--- config.mk ---
export PLATFORM = sky130hd
export DESIGN_NAME = afb_back
export DESIGN_NICKNAME = d
export VERILOG_FILES = /design/src/rtl/core/afb_pkg.sv /design/src/rtl/core/afb_back.sv
export SDC_FILE = /design/constraint.sdc
export NUM_CORES = 1
export LEC_CHECK = 0
export BUFFER_PORTS_ARGS = -buffer_cell sky130_fd_sc_hd__buf_2
export CORE_AREA = 4 4 123 125
export DETAILED_ROUTE_END_ITERATION = 8
export DIE_AREA = 0 0 127 129
export HOLD_SLACK_MARGIN = 0.1
export PLACE_DENSITY_LB_ADDON = 0.12
export SLEW_MARGIN = 20
export SYNTH_ARGS = -nofsm -noshare
export SYNTH_HDL_FRONTEND = slang
export SYNTH_SLANG_ARGS = --single-unit
--- constraint.sdc ---
create_clock -name i_clk -period 7.8 [get_ports i_clk]
set_input_delay 1.56 -clock i_clk [delete_from_list [all_inputs] [get_ports i_clk]]
set_output_delay 1.56 -clock i_clk [all_outputs]
set_load 0.03 [all_outputs]
--- src/rtl/core/afb_pkg.sv ---
package afb_pkg;

    // Batch capacity and derived widths
    localparam int BATCH_MAX     = 64;
    localparam int DEFAULT_BATCH = 20;
    localparam int FILL_W        = $clog2(BATCH_MAX + 1);
    localparam int IDX_W         = (BATCH_MAX > 1) ? $clog2(BATCH_MAX) : 1;
    localparam int ADDR_W        = IDX_W + 1;
    localparam int RAM_DEPTH     = 2 ** ADDR_W;

    localparam logic [FILL_W-1:0] FILL_MAX = FILL_W'(BATCH_MAX);

    // Command codes
    localparam logic [1:0] CMD_PACKET = 2'd0;
    localparam logic [1:0] CMD_TICK   = 2'd1;
    localparam logic [1:0] CMD_FLUSH  = 2'd2;

    // Register indexes
    localparam logic [1:0] REG_BATCH_COUNT  = 2'd0;
    localparam logic [1:0] REG_MAX_INTERVAL = 2'd1;
    localparam logic [1:0] REG_SINK_ENABLED = 2'd2;

    typedef struct packed {
        logic [6:0]  batch_count;
        logic [15:0] max_interval_ms;
        logic        sink_enabled;
    } t_cfg;

    // One stored arrival record
    typedef struct packed {
        logic [15:0] frame_seq;
        logic [15:0] pkt_index;
        logic [15:0] rx_size;
        logic [31:0] offset;
    } t_entry;

    localparam int ENTRY_W = $bits(t_entry);

    // Drain job handed from front to back
    typedef struct packed {
        logic              bank;
        logic [FILL_W-1:0] count;
    } t_job;

    typedef struct packed {
        logic              we;
        logic [ADDR_W-1:0] addr;
        t_entry            data;
    } t_ram_wr;

    typedef struct packed {
        t_entry     entry;
        logic [6:0] count;
        logic       last;
    } t_rec;

endpackage

--- src/rtl/core/afb_back.sv ---
module afb_back
    import afb_pkg::*;
(
    input  logic              i_clk,
    input  logic              i_rst_n,
    input  logic              i_job_valid,
    input  t_job              i_job,
    output logic              o_job_pop,
    output logic              o_re,
    output logic [ADDR_W-1:0] o_raddr,
    input  t_entry            i_rdata,
    output t_rec              o_rec,
    output logic              o_empty,
    input  logic              i_pop
);

    logic [FILL_W-1:0] r_idx;
    logic              r_infl;
    logic [6:0]        r_infl_cnt;
    logic              r_infl_last;
    t_rec              r_buf [2];
    logic              r_wptr, r_rptr;
    logic [1:0]        r_cnt;

    logic       pop_fire;
    logic [2:0] occ;
    logic       last;

    assign pop_fire = i_pop && (r_cnt != 2'd0);
    assign occ      = {1'b0, r_cnt} + {2'b0, r_infl};
    assign last     = (r_idx == i_job.count - 1'b1);

    // Read one record when the output buffer has room for it
    assign o_re      = i_job_valid && ((occ < 3'd2) || (occ == 3'd2 && pop_fire));
    assign o_raddr   = {i_job.bank, r_idx[IDX_W-1:0]};
    assign o_job_pop = o_re && last;

    assign o_empty = (r_cnt == 2'd0);
    assign o_rec   = r_buf[r_rptr];

    // Tag data in flight and capture it in the output buffer
    always_ff @(posedge i_clk) begin
        if (o_re) begin
            r_infl_cnt  <= 7'(i_job.count);
            r_infl_last <= last;
        end
        if (r_infl) begin
            r_buf[r_wptr].entry <= i_rdata;
            r_buf[r_wptr].count <= r_infl_cnt;
            r_buf[r_wptr].last  <= r_infl_last;
        end
    end

    always_ff @(posedge i_clk) begin
        if (!i_rst_n) begin
            r_idx  <= '0;
            r_infl <= 1'b0;
            r_wptr <= 1'b0;
            r_rptr <= 1'b0;
            r_cnt  <= 2'd0;
        end else begin
            r_infl <= o_re;
            if (o_re) begin
                r_idx <= last ? '0 : r_idx + 1'b1;
            end
            if (r_infl) begin
                r_wptr <= ~r_wptr;
            end
            if (pop_fire) begin
                r_rptr <= ~r_rptr;
            end
            r_cnt <= r_cnt + {1'b0, r_infl} - {1'b0, pop_fire};
        end
    end

endmodule

==> results.txt, run 1 <==
----------------------------------------------------
[Synth]
  Yosys warning count ... 0
  Synthesized area divided by synthesized cell count ... 19.4 sq um
  Dominant cells by area after synthesis ... edfxtp_1 (73%), mux2_2 (13%), dfxtp_1 (3.5%), ha_1 (1.2%), xnor2_1 (0.81%)
  Syn Inst Count ... 389
  Proportion of register bits with asynchronous set or reset after synthesis ... 0%
  Dominant cell type by area after synthesis ... edfxtp_1
  Post-Syn Area ... 0.00753 sq mm
  Prevailing post-synth register cell ... edfxtp_1
  Number of distinct library cells after synthesis ... 40
  Portion of the post-synthesis area used by sequential elements ... 76.8%
  Fraction of synthesized cell area taken by the top area cell type ... 73.4%
  Number of synthesized register bits ... 197
  Syn nets ... 488
  Number of synthesized flops with an enable pin ... 184

[Cells and area]
  Share of post-route cells with drive strength above 1 ... 54.1%
  Most common cell after layout, fill and taps aside ... buf_2
  Nets ... 679
  Post-synthesis to final-layout area growth ... 21.7%
  Post-route cell area ... 0.00917 sq mm
  Diodes inserted ... 0
  Most used cells in the layout excluding fill and tap cells ... buf_2 (187), edfxtp_1 (184), mux2_2 (88), clkbuf_16 (17), dfxtp_1 (12)

[Setup path]
  Crit path from ... i_job[0]
  Kind of cell adding the most delay to the critical path ... simple AND/OR/NAND/NOR gates
  Startpoint kind of the worst setup timing path ... input port
  Data required time at the worst endpoint ... 6.24 ns
  Setup slack of the most critical reg-to-reg path ... 5.60 ns
  Capture instance of the worst register-to-register path ... r_idx[6]
  Worst stage delay on the critical path ... 0.40 ns
  Endpoint class of the critical path ... output pin
  Worst Path Buf+Inv ... 3
  FF-to-FF Start ... r_infl
  Reg2Reg Depth ... 8
  Type of the setup path with the least slack ... in2out
  Most frequent cell on the critical path ... buf_2
  Slowest CP cell ... or3b_1
  Worst Path Arrival ... 3.45 ns
  CP Max Fanout ... 5
  Cell-by-cell listing of the critical path ... buf_2 > inv_1 > ha_1 > or3b_1 > nor4_1 > o2111ai_2 > nor3_2 > and2_1 > buf_2

[Drt]
  Count of nets left with antenna violations after detail routing ... 0
  Average wire per standard cell ... 18.0 um
  First-pass detailed-route iteration total ... 4
  Final Routed Wirelength ... 13.9 mm
  Number of vias after detailed routing ... 4008
  Number of vias per cell ... 5.19
  Drt first-iter violations ... 202
  DRC Markers ... 0

[Floorplan]
  Placeable core region ... 0.0139 sq mm
  Initial standard-cell utilization of the core ... 54.3%
  Vert. Die Dim ... 129 um
  Width of the die ... 127 um
  # rows ... 43
  Die ar. ... 0.0164 sq mm
  Number of placed I/O pins ... 190

[GRT]
  Total global-route track usage ... 17.2%
  Largest net degree at the start of global routing ... 52
  Wire length of the first global-routing pass ... 21.5 mm
  GRT overflow ... 0
  Initial antenna violation count ... 0
  Vias in the first global route ... 4135

[STA]
  Max-slew violation count ... 0
  Post-Route Hold Slack ... 0.462 ns
  Sum of negative setup slack ... 0 ns
  Finish-stage setup viols ... 0
  Final number of hold-violating endpoints ... 0
  Worst-case clock skew ... 0.00561 ns
  Unrepaired setup endpoints after global routing ... no
  Maximum clock frequency ... 200 MHz
  Relative slew slack ... 55.3%
  Minimum clock period after layout ... 5.01 ns
  Transition at the pin with the smallest max-transition slack ... 0.670 ns
  Share of the clock period used by the worst path ... 64.2%

[Min path]
  Hold worst-path end ... r_buf[0][0]
  Min-Delay Path Class ... reg2reg
  Start point of the worst hold path ... r_infl_last
  Worst hold path depth ... 0

[CTS]
  Clock network latency to the later pin of the worst-skew pair ... 0.42 ns
  TritonCTS clock tree ... built
  Post-CTS Hold Buffers ... 0
  Clock-pin slew reported for the worst setup and hold paths after clock tree synthesis ... 0.06 ns
  Post-CTS setup repair buffer count ... 0
  Clock H-tree levels ... 4
  TritonCTS Sinks ... 197
  Buffer depth of the longest clock path ... 2
  Buffer cell driving the clock tree root ... clkbuf_16
  TritonCTS Buffers ... 17
  Number of gates given a new drive strength after cts ... 0

[Placed design]
  Cell Area, Placed ... 0.00864 sq mm
  Global placer's final weighted congestion ... 0.817
  Detailed-placement wirelength estimate ... 9.39 mm
  Buffers on Ports ... 187

[Power and ir drop]
  PD cells ... 321 mW/mm^2
  Worst IR drop on VDD ... 0.174 mV
  Leak ... 0.00341 uW

[Status]
  Outcome ... finished clean

[Run]
  Max-capacitance violation count ... 0

----------------------------------------------------
[registers in the layout, summed over array words and instances, names as in the netlist, named ones only]
register     count
r_idx            7
r_infl           1
r_infl_last      1
r_cnt            2
r_buf          176
r_infl_cnt       7
r_wptr           1
r_rptr           1
[layer usage]
metal  vias to the layer above  track usage [%]  share of wire [%]
met5                         -                0                  0
met1                      2010             21.5                 40
met3                        18             4.94                5.9
li1                       1870                -                  -
met4                         0             6.37                1.5
met2                       110             29.0                 53
[how the worst max path moves through the flow]
stage               slack [ns]  cells past startpoint     endpoint
finish                    2.79                      9    o_job_pop
global route              2.63                      9    o_job_pop
CTS                       2.77                      9    o_job_pop
detailed placement        2.77                      9    o_job_pop
global placement          2.87                      9    o_job_pop
floorplan                 2.95                      1  r_buf[0][0]
[stage by stage]
step                power [uW]  worst slack, ns  instances  util, %
finish                    2940             2.79        772     66.0
global route              3070             2.63        772     66.0
CTS                       2980             2.77        772     66.0
detailed placement        2200             2.77        741     62.2
global placement          2180             2.87        741     62.2
floorplan                 1970             2.95        389        -
[logic make-up (layout without fill, tap and decap cells)]
| kind of cell | Yosys count | count (layout) | synth area share (%) |
|---|---|---|---|
| flops | 197 | 197 | 76.8 |
| mux | 92 | 92 | 13.7 |
| simple gates | 43 | 43 | 4.10 |
| buf+inv | 27 | 230 | 1.71 |
| compound gates | 12 | 12 | 1.23 |
| xor+xnor | 11 | 11 | 1.28 |
| fa+ha+maj | 7 | 7 | 1.16 |
[final cells by class]
type | count | area, sq um
Clock buffer | 20 | 437
Clock inverter | 11 | 87.6
Fill cell | 1004 | 4720
Inverter | 7 | 26.3
Multi-Input combinational cell | 165 | 1630
Sequential cell | 197 | 5790
Tap cell | 180 | 225
Timing Repair Buffer | 192 | 973
[where the power goes]
part	switching [uW]	leakage, uW	internal (uW)
clock network	346	0.000257	433
registers	60.5	0.00180	1270
logic	528	0.00136	302
total	935	0.00341	2010
[synthesized netlist by cell type, drive strengths merged (3+ instances only)]
master / number
nor4b: 5
xnor2: 7
nand2: 5
mux2i: 4
ha: 7
edfxtp: 184
nor2b: 3
inv: 7
xor2: 4
dfxtp: 13
mux2: 88
nor2: 8
and2: 7
and3: 4
clkbuf: 11
buf: 9
No activity file was read; power rests on OpenSTA's default activity.
==> run 2: changes to the inputs <==
CORE_AREA = 4 4 131 133   (was 4 4 123 125)
DIE_AREA = 0 0 135 137   (was 0 0 127 129)
clock period = 4.4 ns   (was 7.8 ns; I/O delays follow)
==> run 2 against run 1 <==
Highest routed layer unchanged; first-iteration DRC count down 11%; global-route usage fell by 1.9 points; largest cell class unchanged; sequential share of layout area shrank 0.93 points; non-clock buffer count rose by 1; die area up 13%; count of clock-buffer cells in the layout is the same.
==> results.txt, run 2 (same netlist as run 1, synthesis figures left out) <==
----------------------------------------------------
[Setup path]
  Slowest CP cell ... or3b_1
  Worst Path Arrival ... 2.85 ns (-0.60 ns)
  Type of the setup path with the least slack ... in2out
  Cell-by-cell listing of the critical path ... buf_2 > inv_1 > ha_1 > or3b_1 > nor4_1 > o2111ai_2 > nor3_2 > and2_1 > buf_2
  Worst stage delay on the critical path ... 0.40 ns (about the same)
  Most frequent cell on the critical path ... buf_2
  Data required time at the worst endpoint ... 3.52 ns (-2.72 ns)
  Endpoint class of the critical path ... output pin
  CP Max Fanout ... 5 (unchanged)
  Startpoint kind of the worst setup timing path ... input port

[GRT]
  Largest net degree at the start of global routing ... 64 (+23%)
  GRT overflow ... 0 (unchanged)
  Vias in the first global route ... 4257 (+3.0%)
  Initial antenna violation count ... 1 (+1)
  Total global-route track usage ... 15.4% (-1.9 points)
  Wire length of the first global-routing pass ... 21.7 mm (+1.1%)

[Cells and area]
  Multi-input gate area in the final layout ... 0.00163 sq mm (unchanged)
  Max FFs per register ... 176 (unchanged)
  Regs by FF count ... r_buf: 176 flops, r_idx: 7 flops, r_infl_cnt: 7 flops
  Largest Register ... r_buf
  Utilization of the core after routing ... 58.8% (-7.3 points)
  Most common cell after layout, fill and taps aside ... buf_2
  Number of standard cells in the final layout excluding fillers ... 811 (+5.1%)
  Most used cells in the layout excluding fill and tap cells ... buf_2 (187), edfxtp_1 (184), mux2_2 (88), clkbuf_16 (17), dfxtp_1 (12)
  Fill cell instance count of the final layout ... 1230 (+23%)
  Post-synthesis to final-layout area growth ... 23.5%
  Flip-flop and latch area ... 0.00579 sq mm (unchanged)
  Nets ... 680 (+0.15%)
  Share of post-route cells with drive strength above 1 ... 54.7% (+0.66 points)

[Floorplan]
  # rows ... 46 (+7.0%)
  Die ar. ... 0.0185 sq mm (+13%)
  Vert. Die Dim ... 137 um (+6.2%)
  Placeable core region ... 0.0158 sq mm (+14%)
  Initial standard-cell utilization of the core ... 47.6% (-6.7 points)
  Number of placed I/O pins ... 190 (unchanged)
  Width of the die ... 135 um (+6.3%)

[STA]
  Unrepaired setup endpoints after global routing ... no
  Minimum clock period after layout ... 3.73 ns
  Worst-case clock skew ... 0.00889 ns (+0.00328 ns)
  Share of the clock period used by the worst path ... 84.7%
  Relative slew slack ... 42.1% (-13 points)
  Max-slew violation count ... 0 (unchanged)
  Maximum clock frequency ... 268 MHz
  Transition at the pin with the smallest max-transition slack ... 0.869 ns (+0.199 ns)
  Final number of hold-violating endpoints ... 0 (unchanged)
  Sum of negative setup slack ... 0 ns (unchanged)
  Finish-stage setup viols ... 0 (unchanged)

[Drt]
  Number of vias after detailed routing ... 3974 (-0.85%)
  Final Routed Wirelength ... 14.3 mm (+2.9%)
  Drt first-iter violations ... 179 (-11%)
  Count of nets left with antenna violations after detail routing ... 0 (unchanged)
  Average wire per standard cell ... 17.6 um (-2.0%)
  DRC Markers ... 0 (unchanged)
  Number of vias per cell ... 4.90 (-5.6%)
  First-pass detailed-route iteration total ... 5 (+1)

[CTS]
  Clock network latency to the later pin of the worst-skew pair ... 0.41 ns (about the same)
  TritonCTS clock tree ... built
  Clock H-tree levels ... 4 (unchanged)
  TritonCTS Buffers ... 17 (unchanged)
  Buffer depth of the longest clock path ... 2 (unchanged)
  TritonCTS Sinks ... 197 (unchanged)
  Post-CTS setup repair buffer count ... 0 (unchanged)
  Post-CTS Hold Buffers ... 0 (unchanged)
  Buffer cell driving the clock tree root ... clkbuf_16
  Number of gates given a new drive strength after cts ... 0 (unchanged)
  Clock-pin slew reported for the worst setup and hold paths after clock tree synthesis ... 0.07 ns (about the same)

[Placed design]
  Cell Count Post-Placement ... 778 (+5.0%)
  Global placer's final weighted congestion ... 0.812 (-0.55%)
  Buffers on Ports ... 187 (unchanged)
  Detailed-placement wirelength estimate ... 9.76 mm (+4.0%)

[Status]
  Outcome ... finished clean

[Power and ir drop]
  Leak ... 0.00347 uW (+1.6%)
  PD cells ... 582 mW/mm^2 (+81%)
  Worst IR drop on VDD ... 0.346 mV (+99%)

[Run]
  Max-capacitance violation count ... 0 (unchanged)

[Min path]
  Min-Delay Path Class ... reg2reg

----------------------------------------------------
[run 2: layer usage]
metal  GRT usage [%]  part of all wire, %
met5               0                    0
met4            5.54                 0.99
met3            4.26                  6.1
met2            27.9                   53
met1            17.4                   40
[run 2: path summary, 6_finish.rpt]
kind	startpoint	end	slack (ns)	cells past startpoint
worst max-delay path	i_job[0]	o_job_pop	0.67	9
worst max register to register	r_infl	r_idx[5]	1.92	8
worst min register to register	r_infl_cnt[4]	r_buf[0][5]	0.45	0
worst min-delay path	r_infl_cnt[4]	r_buf[0][5]	0.45	0
[run 2: layout make-up]
cell class / instances / share of cell area, %
timing repair buffer: 193 / 10.5
clock buffer: 20 / 4.91
tap: 216 / 2.91
antenna: 1 / 0.0269
multi-input combinational: 165 / 17.5
sequential: 197 / 62.2
clock inverter: 12 / 1.61
inverter: 7 / 0.282
[run 2: power breakdown]
group	switching [uW]	internal [uW]	leakage [uW]
logic	906	542	0.00137
registers	145	2260	0.00180
clock network	638	926	0.000304
[run 2: critical path: cells and delay by family]
kind,cells,cell delay [ns]
compound gates,1,0.21
buf+inv,3,0.38
fa+ha+maj,1,0.18
simple gates,4,1.19
[run 2: through the flow]
stage	worst slack [ns]	instance area [sq um]	hold slack (ns)	power (uW)
final	0.671	9300	0.455	5410
after floorplan	1.10	7530	0.421	3480
after detailed placement	0.677	8690	0.439	3910
after CTS	0.665	9300	0.455	5480
after global routing	0.605	9300	0.470	5640
after global placement	0.826	8690	0.429	3890
==> run 3: changes to the inputs <==
CORE_AREA = 4 4 125 127   (was 4 4 131 133)
DIE_AREA = 0 0 129 131   (was 0 0 135 137)
clock period = 3.62 ns   (was 4.4 ns; I/O delays follow)
==> run 3 against run 2 <==
Core utilization rose by 5.5 points; via count rose by 0.53%; hold slack got worse by 0.0042 ns; register-to-register slack got worse by 0.72 ns; clock power rose by 17%; sequential share of layout area rose by 0.21 points; wire length fell by 3.7%; sequential power rose by 19%; clock skew fell by 0.0040 ns; critical path depth did not move; die area fell by 8.6%; largest cell class unchanged; largest power group unchanged.
==> results.txt, run 3 (same netlist as run 1, synthesis figures left out) <==
----------------------------------------------------
[CTS]
  Buffer cell driving the clock tree root ... clkbuf_16
  Buffer depth of the longest clock path ... 2 (unchanged)
  Clock network latency to the later pin of the worst-skew pair ... 0.42 ns (about the same)
  TritonCTS Buffers ... 17 (unchanged)
  TritonCTS clock tree ... built
  Number of gates given a new drive strength after cts ... 0 (unchanged)
  Post-CTS setup repair buffer count ... 0 (unchanged)
  Post-CTS Hold Buffers ... 0 (unchanged)
  Clock H-tree levels ... 4 (unchanged)
  Clock-pin slew reported for the worst setup and hold paths after clock tree synthesis ... 0.06 ns (about the same)
  TritonCTS Sinks ... 197 (unchanged)

[Placed design]
  Cell Area, Placed ... 0.00869 sq mm (about the same)
  Worst slack, placed ... 0.307 ns (-0.370 ns)
  Cell Count Post-Placement ... 747 (-4.0%)
  Global placer's final weighted congestion ... 0.782 (-3.6%)
  Buffers on Ports ... 187 (unchanged)
  Detailed-placement wirelength estimate ... 9.39 mm (-3.8%)

[Floorplan]
  # rows ... 44 (-4.3%)
  Placeable core region ... 0.0144 sq mm (-8.9%)
  Initial standard-cell utilization of the core ... 52.2% (+4.6 points)
  Width of the die ... 129 um (-4.4%)
  Vert. Die Dim ... 131 um (-4.4%)
  Die ar. ... 0.0169 sq mm (-8.6%)
  Number of placed I/O pins ... 190 (unchanged)

[Setup path]
  Type of the setup path with the least slack ... in2out
  Cell-by-cell listing of the critical path ... buf_2 > inv_1 > ha_1 > or3b_1 > nor4_1 > o2111ai_2 > nor3_2 > and2_1 > buf_2
  Endpoint class of the critical path ... output pin
  Most frequent cell on the critical path ... buf_2
  Reg2Reg Depth ... 8 (unchanged)
  Startpoint kind of the worst setup timing path ... input port
  Worst stage delay on the critical path ... 0.40 ns (about the same)
  CP Max Fanout ... 5 (unchanged)
  Slowest CP cell ... or3b_1
  Worst Path Arrival ... 2.58 ns (-0.27 ns)
  Data required time at the worst endpoint ... 2.90 ns (-0.62 ns)

[Cells and area]
  Regs by FF count ... r_buf: 176 flops, r_idx: 7 flops, r_infl_cnt: 7 flops
  Most common cell after layout, fill and taps aside ... buf_2
  Max FFs per register ... 176 (unchanged)
  Post-route cell area ... 0.00927 sq mm (-0.34%)
  Most used cells in the layout excluding fill and tap cells ... buf_2 (187), edfxtp_1 (184), mux2_2 (88), clkbuf_16 (17), dfxtp_1 (12)
  Flip-flop and latch area ... 0.00579 sq mm (unchanged)
  Multi-input gate area in the final layout ... 0.00163 sq mm (unchanged)
  Utilization of the core after routing ... 64.3% (+5.5 points)
  Nets ... 681 (+0.15%)
  Largest Register ... r_buf
  Fill cell instance count of the final layout ... 1057 (-14%)
  Post-synthesis to final-layout area growth ... 23.1%
  Number of standard cells in the final layout excluding fillers ... 779 (-3.9%)
  Share of post-route cells with drive strength above 1 ... 54.6% (-0.092 points)
  Diodes inserted ... 0 (-1)

[Power and ir drop]
  Cell-internal power ... 4470 uW (+20%)
  Relative contribution of sequential cells to total power ... 43.9% (-0.4 points)
  Share of power burned in the clock network ... 28.1% (-0.8 points)
  Comb power frac ... 28.1% (+1.3 points)
  Net switching component of the power ... 2050 uW (+21%)
  PD cells ... 703 mW/mm^2 (+21%)
  Leak ... 0.00346 uW (-0.25%)
  Worst IR drop on VDD ... 0.324 mV (-6.4%)
  Switching fraction of total power ... 31.4% (+0.20 points)

[GRT]
  GRT overflow ... 0 (unchanged)
  Initial antenna violation count ... 0 (-1)
  Vias in the first global route ... 4125 (-3.1%)
  Largest net degree at the start of global routing ... 51 (-20%)
  Total global-route track usage ... 16.7% (+1.4 points)
  Wire length of the first global-routing pass ... 21.3 mm (-1.7%)

[Drt]
  Final Routed Wirelength ... 13.8 mm (-3.7%)
  Average wire per standard cell ... 17.7 um (+0.27%)
  Number of vias per cell ... 5.13 (+4.7%)
  DRC Markers ... 0 (unchanged)
  First-pass detailed-route iteration total ... 4 (-1)
  Drt first-iter violations ... 275 (+54%)
  Number of vias after detailed routing ... 3995 (+0.53%)
  Count of nets left with antenna violations after detail routing ... 0 (unchanged)

[STA]
  Relative slew slack ... 47.6% (+5.6 points)
  Share of the clock period used by the worst path ... 91.2%
  Minimum clock period after layout ... 3.30 ns
  Transition at the pin with the smallest max-transition slack ... 0.784 ns (-0.0851 ns)
  Max-slew violation count ... 0 (unchanged)
  PnR worst setup slack ... 0.318 ns (-0.353 ns)
  Final number of hold-violating endpoints ... 0 (unchanged)
  Sum of negative setup slack ... 0 ns (unchanged)
  Finish-stage setup viols ... 0 (unchanged)
  Unrepaired setup endpoints after global routing ... no
  Maximum clock frequency ... 303 MHz
  Worst-case clock skew ... 0.00491 ns (-0.00398 ns)

[Min path]
  Min-Delay Path Class ... reg2reg
  Worst hold path depth ... 0 (unchanged)

[Run]
  Max-capacitance violation count ... 0 (unchanged)

[Status]
  Outcome ... finished clean

----------------------------------------------------
[run 3: cell types whose count changed in the layout (fill, tap and decap cells not counted)]
cell,before,now
clkinvlp_4,0,2
clkinv_2,5,3
bufinv_16,3,2
buf_12,0,2
clkbuf_1,1,2
diode_2,1,0
buf_4,6,5
[run 3: worst paths after layout]
check,from,to,slack [ns]
hold / removal,r_infl_cnt[1],r_buf[0][2],0.45
setup reg to reg,r_infl,r_idx[4],1.20
hold reg to reg,r_infl_cnt[1],r_buf[0][2],0.45
setup / recovery,i_job[0],o_job_pop,0.32
[run 3: through the flow]
| stage | total power, uW | hold WS (ns) |
|---|---|---|
| after global placement | 4740 | 0.427 |
| after global routing | 6790 | 0.453 |
| after floorplan | 4230 | 0.421 |
| final | 6520 | 0.450 |
| after detailed placement | 4760 | 0.431 |
| after CTS | 6610 | 0.447 |
[run 3: routing by layer]
layer	global-route usage, %	share of wire [%]
met1	20.4	40
met2	28.9	52
met4	6.36	1.6
met3	4.27	5.7
met5	0	0
[run 3: final cells by class]
| class | count | share of cell area (%) |
|---|---|---|
| sequential | 197 | 62.4 |
| multi-input combinational | 165 | 17.5 |
| timing repair buffer | 194 | 10.9 |
| clock buffer | 21 | 4.97 |
| tap | 184 | 2.48 |
| clock inverter | 11 | 1.35 |
| inverter | 7 | 0.283 |
[run 3: critical path, delay by kind of cell]
family	cells	cell delay [ns]
and+or+nand+nor	4	1.12
buffers and inverters	3	0.38
AOI/OAI and AO/OA	1	0.19
adders and majority gates	1	0.16
[run 3: power by group through the flow]
| stage | Clock (uW) | Sequential (uW) | Combinational [uW] |
|---|---|---|---|
| 3_3_place_gp | 0 | 2900 | 1840 |
| 5_1_grt | 1960 | 2880 | 1950 |
| 2_1_floorplan | 0 | 2840 | 1390 |
| 4_1_cts | 1880 | 2860 | 1860 |
| 3_5_place_dp | 0 | 2910 | 1850 |
| 6_report | 1830 | 2860 | 1830 |
